[config.mk]
export PLATFORM = sky130hd
export DESIGN_NAME = thread_id_linked_queue
export DESIGN_NICKNAME = d
export VERILOG_FILES = /design/src/rtl/tidlq_pkg.sv /design/src/rtl/tidlq_link_ram.sv /design/src/rtl/thread_id_linked_queue.sv
export SDC_FILE = /design/constraint.sdc
export NUM_CORES = 1
export LEC_CHECK = 0
export BUFFER_PORTS_ARGS = -buffer_cell sky130_fd_sc_hd__buf_2
export CORE_ASPECT_RATIO = 1.5
export CORE_UTILIZATION = 57
export DETAILED_ROUTE_END_ITERATION = 8
export GPL_TIMING_DRIVEN = 0
export MAX_ROUTING_LAYER = met4
export PLACE_DENSITY = 0.76
export SETUP_SLACK_MARGIN = 0.02
export SYNTH_ARGS = -nofsm -noshare
export SYNTH_HDL_FRONTEND = slang
export SYNTH_SLANG_ARGS = --single-unit
[constraint.sdc]
create_clock -name clk_i -period 2.78 [get_ports clk_i]
set_input_delay 0.695 -clock clk_i [delete_from_list [all_inputs] [get_ports clk_i]]
set_output_delay 0.695 -clock clk_i [all_outputs]
set_load 0.005 [all_outputs]
[src/rtl/tidlq_pkg.sv]
// types, codes and constants for the thread id linked queue
`default_nettype none

package tidlq_pkg;

  localparam int SLOT_W = 6;
  localparam int DEF_THREAD_SLOTS = 64;
  // slot numbers are 6 bits wide, so no more link entries than this are ever used
  localparam int MAX_LINKS = 1 << SLOT_W;

  typedef logic [SLOT_W-1:0] slot_t;

  typedef enum logic [1:0] {
    ACT_INSERT = 2'd0,
    ACT_POP    = 2'd1,
    ACT_REMOVE = 2'd2,
    ACT_QUERY  = 2'd3
  } action_e;

  typedef enum logic [1:0] {
    ST_OK      = 2'd0,
    ST_EMPTY   = 2'd1,
    ST_ABSENT  = 2'd2,
    ST_PRESENT = 2'd3
  } status_e;

  typedef enum logic [2:0] {
    FSM_IDLE,
    FSM_POP,
    FSM_WALK,
    FSM_UNLINK,
    FSM_RESP
  } fsm_e;

  typedef struct packed {
    action_e action;
    slot_t   thread_slot;
  } req_t;

  typedef struct packed {
    status_e status;
    slot_t   result_slot;
    slot_t   position;
  } rsp_t;

  // write and read port of the link table
  typedef struct packed {
    logic  we;
    slot_t waddr;
    slot_t wdata;
    slot_t raddr;
  } link_port_t;

endpackage

`default_nettype wire

[src/rtl/tidlq_link_ram.sv]
// next-link table: one write port, one registered read port
`default_nettype none

module tidlq_link_ram
  import tidlq_pkg::*;
#(
  parameter int DEPTH = DEF_THREAD_SLOTS
) (
  input  wire logic       clk_i,
  input  wire link_port_t port_i,
  output slot_t           rdata_o
);

  localparam int ADDR_W = (DEPTH > 1) ? $clog2(DEPTH) : 1;

  slot_t mem_q [DEPTH];
  slot_t rdata_q;

  always_ff @(posedge clk_i) begin
    if (port_i.we) begin
      mem_q[ADDR_W'(port_i.waddr)] <= port_i.wdata;
    end
  end

  always_ff @(posedge clk_i) begin
    rdata_q <= mem_q[ADDR_W'(port_i.raddr)];
  end

  assign rdata_o = rdata_q;

endmodule

`default_nettype wire

[src/rtl/thread_id_linked_queue.sv]
// linked fifo of thread slots with pop, remove and membership query
//
//  channel  valid        stall        payload      direction
//  request  in_valid_i   in_stall_o   in_data_i    in  (action, thread_slot)
//  result   out_valid_o  out_stall_i  out_data_o   out (status, result_slot, position)
//
// one request at a time; a result per request, held in an output register
// insert, remove and query walk the link ram one entry per cycle from the head;
//   remove then unlinks the found slot in a state of its own;
//   a miss or an insert at the tail ends when the walk reaches the tail
// pop reads the new head from the link ram; requests that need no walk skip the walk
// after reset the list is empty; the link ram needs no clearing
// a stalled result stays in the output register while the next request walks
`default_nettype none

module thread_id_linked_queue
  import tidlq_pkg::*;
#(
  parameter int THREAD_SLOTS = DEF_THREAD_SLOTS
) (
  input  wire logic clk_i,
  input  wire logic rst_ni,
  input  wire logic in_valid_i,
  output logic      in_stall_o,
  input  wire req_t in_data_i,
  output logic      out_valid_o,
  input  wire logic out_stall_i,
  output rsp_t      out_data_o
);

  localparam int LINK_DEPTH = (THREAD_SLOTS < MAX_LINKS) ? THREAD_SLOTS : MAX_LINKS;

  fsm_e  state_q, state_d;
  slot_t head_q, head_d;
  slot_t tail_q, tail_d;
  logic  empty_q, empty_d;
  req_t  req_q, req_d;
  slot_t prev_q, prev_d;
  slot_t pos_q, pos_d;
  logic  first_q, first_d;
  rsp_t  res_q, res_d;
  logic  out_valid_q, out_valid_d;
  rsp_t  out_q, out_d;

  link_port_t link_port;
  slot_t      link_rdata;
  slot_t      cur;
  slot_t      pos_next;
  logic       slot_ok;

  tidlq_link_ram #(
    .DEPTH (LINK_DEPTH)
  ) u_link_ram (
    .clk_i   (clk_i),
    .port_i  (link_port),
    .rdata_o (link_rdata)
  );

  // first walk step looks at the head, later steps at the link just read
  assign cur      = first_q ? head_q : link_rdata;
  assign pos_next = (pos_q == '1) ? pos_q : pos_q + 1'b1;
  assign slot_ok  = 32'(in_data_i.thread_slot) < THREAD_SLOTS;

  assign in_stall_o  = (state_q != FSM_IDLE);
  assign out_valid_o = out_valid_q;
  assign out_data_o  = out_q;

  always_comb begin
    state_d     = state_q;
    head_d      = head_q;
    tail_d      = tail_q;
    empty_d     = empty_q;
    req_d       = req_q;
    prev_d      = prev_q;
    pos_d       = pos_q;
    first_d     = first_q;
    res_d       = res_q;
    out_valid_d = out_valid_q;
    out_d       = out_q;

    link_port.we    = 1'b0;
    link_port.waddr = tail_q;
    link_port.wdata = req_q.thread_slot;
    link_port.raddr = (state_q == FSM_WALK) ? cur : head_q;

    if (out_valid_q && !out_stall_i) begin
      out_valid_d = 1'b0;
    end

    unique case (state_q)
      FSM_IDLE: begin
        if (in_valid_i) begin
          req_d   = in_data_i;
          first_d = 1'b1;
          pos_d   = '0;
          prev_d  = '0;
          if (in_data_i.action == ACT_POP) begin
            if (empty_q) begin
              res_d   = '{status: ST_EMPTY, result_slot: '0, position: '0};
              state_d = FSM_RESP;
            end else begin
              // read of link(head) is under way this cycle
              state_d = FSM_POP;
            end
          end else if (!slot_ok) begin
            res_d   = '{status: ST_ABSENT, result_slot: in_data_i.thread_slot, position: '0};
            state_d = FSM_RESP;
          end else if (empty_q) begin
            if (in_data_i.action == ACT_INSERT) begin
              head_d  = in_data_i.thread_slot;
              tail_d  = in_data_i.thread_slot;
              empty_d = 1'b0;
              res_d   = '{status: ST_OK, result_slot: in_data_i.thread_slot, position: '0};
            end else begin
              res_d   = '{status: ST_ABSENT, result_slot: in_data_i.thread_slot,
                          position: '0};
            end
            state_d = FSM_RESP;
          end else begin
            state_d = FSM_WALK;
          end
        end
      end

      FSM_POP: begin
        res_d = '{status: ST_OK, result_slot: head_q, position: '0};
        if (head_q == tail_q) begin
          empty_d = 1'b1;
        end else begin
          head_d = link_rdata;
        end
        state_d = FSM_RESP;
      end

      FSM_WALK: begin
        if (cur == req_q.thread_slot) begin
          state_d = FSM_RESP;
          unique case (req_q.action)
            ACT_INSERT: begin
              res_d = '{status: ST_PRESENT, result_slot: req_q.thread_slot, position: pos_q};
            end
            ACT_REMOVE: begin
              res_d   = '{status: ST_OK, result_slot: req_q.thread_slot, position: pos_q};
              // link of the hit slot arrives next cycle
              state_d = FSM_UNLINK;
            end
            default: begin
              res_d = '{status: ST_OK, result_slot: req_q.thread_slot, position: pos_q};
            end
          endcase
        end else if (cur == tail_q) begin
          state_d = FSM_RESP;
          if (req_q.action == ACT_INSERT) begin
            link_port.we = 1'b1;
            tail_d       = req_q.thread_slot;
            res_d        = '{status: ST_OK, result_slot: req_q.thread_slot,
                             position: pos_next};
          end else begin
            res_d = '{status: ST_ABSENT, result_slot: req_q.thread_slot, position: '0};
          end
        end else begin
          prev_d  = cur;
          pos_d   = pos_next;
          first_d = 1'b0;
        end
      end

      FSM_UNLINK: begin
        if (req_q.thread_slot == head_q) begin
          if (head_q == tail_q) begin
            empty_d = 1'b1;
          end else begin
            head_d = link_rdata;
          end
        end else begin
          link_port.we    = 1'b1;
          link_port.waddr = prev_q;
          link_port.wdata = link_rdata;
          if (req_q.thread_slot == tail_q) begin
            tail_d = prev_q;
          end
        end
        state_d = FSM_RESP;
      end

      FSM_RESP: begin
        if (!out_valid_q || !out_stall_i) begin
          out_d       = res_q;
          out_valid_d = 1'b1;
          state_d     = FSM_IDLE;
        end
      end

      default: begin
        state_d = FSM_IDLE;
      end
    endcase
  end

  always_ff @(posedge clk_i or negedge rst_ni) begin
    if (!rst_ni) begin
      state_q     <= FSM_IDLE;
      head_q      <= '0;
      tail_q      <= '0;
      empty_q     <= 1'b1;
      out_valid_q <= 1'b0;
    end else begin
      state_q     <= state_d;
      head_q      <= head_d;
      tail_q      <= tail_d;
      empty_q     <= empty_d;
      out_valid_q <= out_valid_d;
    end
  end

  always_ff @(posedge clk_i) begin
    req_q   <= req_d;
    prev_q  <= prev_d;
    pos_q   <= pos_d;
    first_q <= first_d;
    res_q   <= res_d;
    out_q   <= out_d;
  end

  // a new result only ever comes out of the response state
  a_result_from_resp: assert property (@(posedge clk_i) disable iff (!rst_ni)
    $rose(out_valid_o) |-> $past(state_q) == FSM_RESP)
    else $error("result appeared outside the response state");

  // list pointers only move while a request is being worked on
  a_list_quiet_when_idle: assert property (@(posedge clk_i) disable iff (!rst_ni)
    (state_q == FSM_IDLE && !in_valid_i) |=>
      ($stable(head_q) && $stable(tail_q) && $stable(empty_q)))
    else $error("list changed with no request in flight");

  // walks, pops and unlinks only run over a list that holds something
  a_walk_nonempty: assert property (@(posedge clk_i) disable iff (!rst_ni)
    (state_q == FSM_WALK || state_q == FSM_UNLINK || state_q == FSM_POP) |-> !empty_q)
    else $error("walk over an empty list");

  // a waiting result is not overwritten
  a_result_held: assert property (@(posedge clk_i) disable iff (!rst_ni)
    (out_valid_o && out_stall_i) |=> (out_valid_o && $stable(out_data_o)))
    else $error("stalled result lost");

endmodule

`default_nettype wire
# [Yosys cells after proc, flatten, opt, wreduce, memory -nomap -nowiden]
# Memories as Yosys holds them, arrays and structs flattened. A register that Yosys moved wholly into a read port is not among the register bits.
# Index checks and enable logic that the tools add are counted.
[word_totals] reg_bits=66 mem_bits_rw=384 input_bits=12 out_inout_bits=16 elab_cells=128 mem_count=1
[mem_list] name="u_link_ram.mem_q" depth=64 word_bits=6 read_ports=1 rd_ports_with_merged_regs=1 write_ports=1 line="tidlq_link_ram.sv:16" text="slot_t mem_q [DEPTH];"
[classes] addsub=1 n_eq_ne=25 mux=64 n_reduce_logical=21
[op_table] operator="$mux W14" n=9
[op_table] operator="$mux W6" n=19
[op_table] operator="$pmux W14 S3" n=1
[op_table] operator="$pmux W6 S3" n=2
[op_table] operator="$eq A6 B6 Y1" n=5
[op_table] operator="$mux W3" n=8
[op_table] operator="$pmux W6 S2" n=2
[op_table] operator="$ne A2 B2 Y1 const B" n=10
[op_table] operator="$mux W1" n=17
[op_table] operator="$mux W13" n=1
[op_table] operator="$mux W12" n=1
[op_table] operator="$pmux W3 S4" n=1
[op_table] operator="$reduce_and A4 Y1" n=3
[op_table] operator="$reduce_bool A3 Y1" n=4
[op_table] operator="$reduce_and A10 Y1" n=1
[op_table] operator="$add A6 B1 Y6 const B" n=1
[op_table] operator="$eq A3 B2 Y1 const B" n=2
[op_table] operator="$eq A6 B6 Y1 const B" n=1
[op_table] operator="$reduce_and A6 Y1" n=1
[op_table] operator="$logic_not A2 Y1" n=2
[op_table] operator="$ne A2 B1 Y1 const B" n=2
[op_table] operator="$pmux W1 S2" n=2
[op_table] operator="$reduce_and A2 Y1" n=2
[op_table] operator="$eq A3 B1 Y1 const B" n=1
[op_table] operator="other kinds (12)" n=13

# [Depth between registers and ports, before layout]
[depth] word_depth=7 ltp_mapped=13

# [Cells and area by module]
# From an unflattened synthesis, not the netlist that was laid out.
[unflattened] cells_unflattened=1025 area_unflattened_um2=18780.5
[by_module_without_submodules] mod="tidlq_link_ram" n_inst=1 cells_each=720 area_each_um2=15225.9 seq_area_each_um2=11651.2
[by_module_without_submodules] mod="thread_id_linked_queue" n_inst=1 cells_each=305 area_each_um2=3554.7 seq_area_each_um2=1898.1

# [Worst setup path after synthesis]
# Ideal clock, no wire load.
[synth_path] kind="register to register" startpoint="register first_q" endpoint="memory u_link_ram.mem_q[49][0] in the netlist's numbering, enable pin" setup_time_ns=0.350 arrival_time_ns=2.311 required_time_ns=2.430 path_slack_ns=0.119 path_stages_with_launch=10 path_buffers=2 period_less_slack_ns=2.661 path_cell_list="edfxtp_1 buf_6 mux2i_1 xnor2_1 nor4_4 a21boi_2 a31o_2 buf_2 nand3_1 nor2_1"
[synth_between] elab_chain_len=7
[synth_rtl] item="start, declared" line="thread_id_linked_queue.sv:40" text="logic first_q, first_d;"
[synth_rtl] item="start signal, assigned" line="thread_id_linked_queue.sv:220" text="first_q <= first_d;"
[synth_rtl] item="$mux W6 *" line="thread_id_linked_queue.sv:60" text="assign cur = first_q ? head_q : link_rdata;"
[synth_rtl] item="$eq A6 B6 Y1" line="thread_id_linked_queue.sv:151" text="end else if (cur == tail_q) begin"
[synth_rtl] item="$mux W1" line="thread_id_linked_queue.sv:151"
[synth_rtl] item="$mux W1 *" line="thread_id_linked_queue.sv:136" text="if (cur == req_q.thread_slot) begin"
[synth_rtl] item="$pmux W1 S2 *" line="thread_id_linked_queue.sv:90" text="unique case (state_q)"
[synth_rtl] item="$mux W1 *" line="tidlq_link_ram.sv:20" text="if (port_i.we) begin"
[synth_rtl] item="$mux W1 (implied by the code) *" line="tidlq_link_ram.sv:21" text="mem_q[ADDR_W'(port_i.waddr)] <= port_i.wdata;"
[synth_rtl] item="end, declared" line="tidlq_link_ram.sv:16"
# Mark *: on every way between the ends. The rest lies on a longest branch, timed or not.

# [Final worst setup path]
[layout_path] startpoint="register head_q[4]" endpoint="memory u_link_ram.mem_q[51][3] in the netlist's numbering, enable pin"
[layout_between] elab_chain_len=7
[layout_rtl] item="start, declared" line="thread_id_linked_queue.sv:34" text="slot_t head_q, head_d;"
[layout_rtl] item="start signal, assigned" line="thread_id_linked_queue.sv:203" text="head_q <= '0;"
[layout_rtl] item="start signal, assigned" line="thread_id_linked_queue.sv:209" text="head_q <= head_d;"
[layout_rtl] item="$mux W6" line="thread_id_linked_queue.sv:60"
[layout_rtl] item="$eq A6 B6 Y1" line="thread_id_linked_queue.sv:151"
[layout_rtl] item="$mux W1" line="thread_id_linked_queue.sv:151"
[layout_rtl] item="$mux W1" line="thread_id_linked_queue.sv:136"
[layout_rtl] item="$pmux W1 S2" line="thread_id_linked_queue.sv:90"
[layout_rtl] item="$mux W1" line="tidlq_link_ram.sv:20"
[layout_rtl] item="$mux W1 (implied by the code)" line="tidlq_link_ram.sv:21"
# Several ways; a longest one is shown, not always the timed one.

==> metrics.txt <==
final wirelength=55470 um; routed len/inst=28.73 um; Final ANT Viol Nets=0; power per cell area=1166 nW/um2; Netlist Area Pre-Place=19010 um2; fin cells=1931; fin crit share=114.6%; vias per inst=6.778; Synth area leaders=edfxtp_1 68%, nand2_1 5.2%, mux4_2 4.3%; Die W=151.1 um; cells on worst reg2reg path=13; Synth top area share=68.40%; drt pass-1 iters=6; Final Max Tran Viols=0; # IOs=28; Synth Flop Type=edfxtp_1; Starting Density=58.07%; Design Power=26.98 mW; Ys Warns=0; post-synthesis async set-or-reset flop share=3.728%; Lkg Pwr=7.779 nW; Synth Register Bits=456; WP data required=3060 ps; RSZ-0062 raised after global routing=yes; largest area contributor in the netlist=edfxtp_1; gpl congestion=1.007; port bufs=27; total grt overflow=0; row count=81; clk_lat worst skew=570 ps; Tightest Pin Transition=843.5 ps; max cap viols=0; Hold Crit Class=in2async; WP data arrival=3470 ps; die area=34100 um2; Post-Route Skew=14.69 ps; Num CTS Buffers=41; initial DRC count=1818; layout cells sized above 1=28.88%; critical path type=reg2reg; Fin. Hold Viols=0; filler instances=1862; DP Wirelength=32150 um; pin count of the biggest net entering global routing=65; Worst Setup End Kind=flip-flop; CTS sink count=456; failing checks=setup timing; Setup Total Neg Slack=-39220 ps; run status=finished, violations left; H-tree depth=2; drc violations=0; Post-synth EDFFs=433; Post-Syn Nets=1356; first-pass GRT wire length=77830 um; Final #Nets=1497; multi-input combinational cell area=6137 um2; Mapped Cells=1342; Core Box Area=32740 um2; worst ir drop on vdd=0.6273 mV; crit path max fanout=9; vias=13089; gr usage total=33.18%; Sequential cell area=13550 um2; syn_area_per_cell=14.17 um2; CP Launch Type=flip-flop; setup slack after layout=-405.6 ps; Distinct cells, synth=57; slew margin rel.=43.77%; Hold-fix buffers, CTS=0; endpoints failing setup=235; final core utilization=70.70%; die height=225.7 um; clock-pin slew on the worst setup and hold paths=70 ps; max frequency=313.9 MHz; sequential element share of the synthesized area=71.27%; Layout Area Growth over Synthesis=21.75%; CTS tree=built; initial antenna violation count=3; minimum clock period=3186 ps; vias in the first global route=12725; clock root buffer=clkbuf_16; Placed Cells=1784; CTS Buffer Depth=3
==> final timing paths <==
check                                          end  slack, ps         start
max                        u_link_ram.mem_q[51][3]       -410     head_q[4]
min                                      tail_q[3]         70        rst_ni
max reg2reg                u_link_ram.mem_q[51][3]       -410     head_q[4]
min reg2reg                          out_data_o[0]        420      res_q[0]
max in group asynchronous               state_q[0]       2370        rst_ni
min in group clk_i                        req_q[0]        370  in_data_i[0]
==> timing repair <==
item	in CTS	in global routing
gates cloned	3	1
buffers inserted	33	35
endpoints found under the setup margin	807	742
pin swaps	39	67
resized for setup	271	93
==> stage by stage <==
stage	area (um2)	hold slack (ps)	worst slack, ps
final	23140	65.16	-405.6
after global routing	23140	80.36	-431.6
after CTS	22460	59.52	-121.8
after detailed placement	19670	407.5	-982.1
after global placement	19670	400.9	-887.2
after floorplan	19010	399.4	119.3
==> layout by cell type (no fill, tap or decap), drive strengths merged, types with 3 or more instances in the layout <==
cell | netlist | layout
nand3 | 104 | 104
inv | 10 | 11
diode | 0 | 3
a31oi | 35 | 35
a21oi | 15 | 15
clkinv | 0 | 16
nand4 | 31 | 31
xor2 | 14 | 14
o211a | 4 | 4
nor2 | 119 | 119
dfxtp | 6 | 6
mux4 | 36 | 36
nor2b | 7 | 7
edfxtp | 433 | 433
a22oi | 15 | 15
a32oi | 10 | 10
a222oi | 6 | 6
o21ai | 14 | 14
bufinv | 0 | 4
nor4 | 5 | 5
buf | 47 | 144
nand2 | 261 | 261
xnor2 | 18 | 18
or2 | 3 | 3
and2 | 4 | 4
mux2i | 35 | 35
and3 | 3 | 3
clkbuf | 29 | 78
mux2 | 18 | 19
a22o | 7 | 7
nand2b | 15 | 15
dfrtp | 16 | 16
==> area by class of cell <==
type,instances,share of cell area (%)
Tap cell,415,2.243
Inverter,10,0.1622
Timing Repair Buffer,99,4.071
Clock inverter,23,1.092
Sequential cell,456,58.55
Clock buffer,50,4.709
Buffer,74,2.622
Multi-Input combinational cell,801,26.52
Antenna cell,3,0.03244
==> cell families (layout without fill, tap and decap cells) <==
kind of cell,Yosys count,after routing,share of synthesized area [%]
and+or+nand+nor,561,561,13.06
adders and majority gates,2,2,0.1316
AOI/OAI and AO/OA,116,116,4.476
DFF,456,456,71.27
other,0,3,0
muxes,89,90,7.194
xor gates and xnor gates,32,32,1.474
buffers and inverters,86,256,2.396
==> synth_stat cells, drive strengths merged, types with 18 or more instances <==
master	instances
nand3	104
nand2	261
nor2	119
mux2	18
nand4	31
clkbuf	29
mux2i	35
a31oi	35
xnor2	18
mux4	36
edfxtp	433
buf	47
==> power by group <==
group / total (mW) / internal (mW) / switching, mW / leakage (nW)
sequential: 8.89 / 8.49 / 0.397 / 4.17
combinational: 12.4 / 4.53 / 7.84 / 2.96
clock: 5.72 / 3.19 / 2.53 / 0.651
total: 27.0 / 16.2 / 10.8 / 7.78
==> state kept, by name, summed over array words and instances, names as in the netlist <==
signal and count:
out_data_o 14, out_valid_o 1, prev_q 6, pos_q 6, u_link_ram.mem_q 384, u_link_ram.rdata_o 6
res_q 14, empty_q 1, tail_q 6, req_q 8, state_q 3, first_q 1
head_q 6
==> metal layers <==
layer | GRT usage, % | wire (um) | share of wire, %
met5 | - | 0 | 0
met4 | 21.87 | 4475 | 8.1
met3 | 6.444 | 5735 | 10
met2 | 54.39 | 27760 | 50
met1 | 36.59 | 17500 | 32
==> critical path, cell delays in order (launching register included) <==
cell	delay, ps
dfrtp_1	380
clkbuf_4	220
xor2_1	230
nor2_2	90
a31oi_4	260
buf_12	150
buf_8	130
buf_4	130
nand3_1	300
o21ai_1	420
nand3_4	130
buf_12	180
nor2_4	130
buf_12	150
Power figures use the tool's default switching activity.
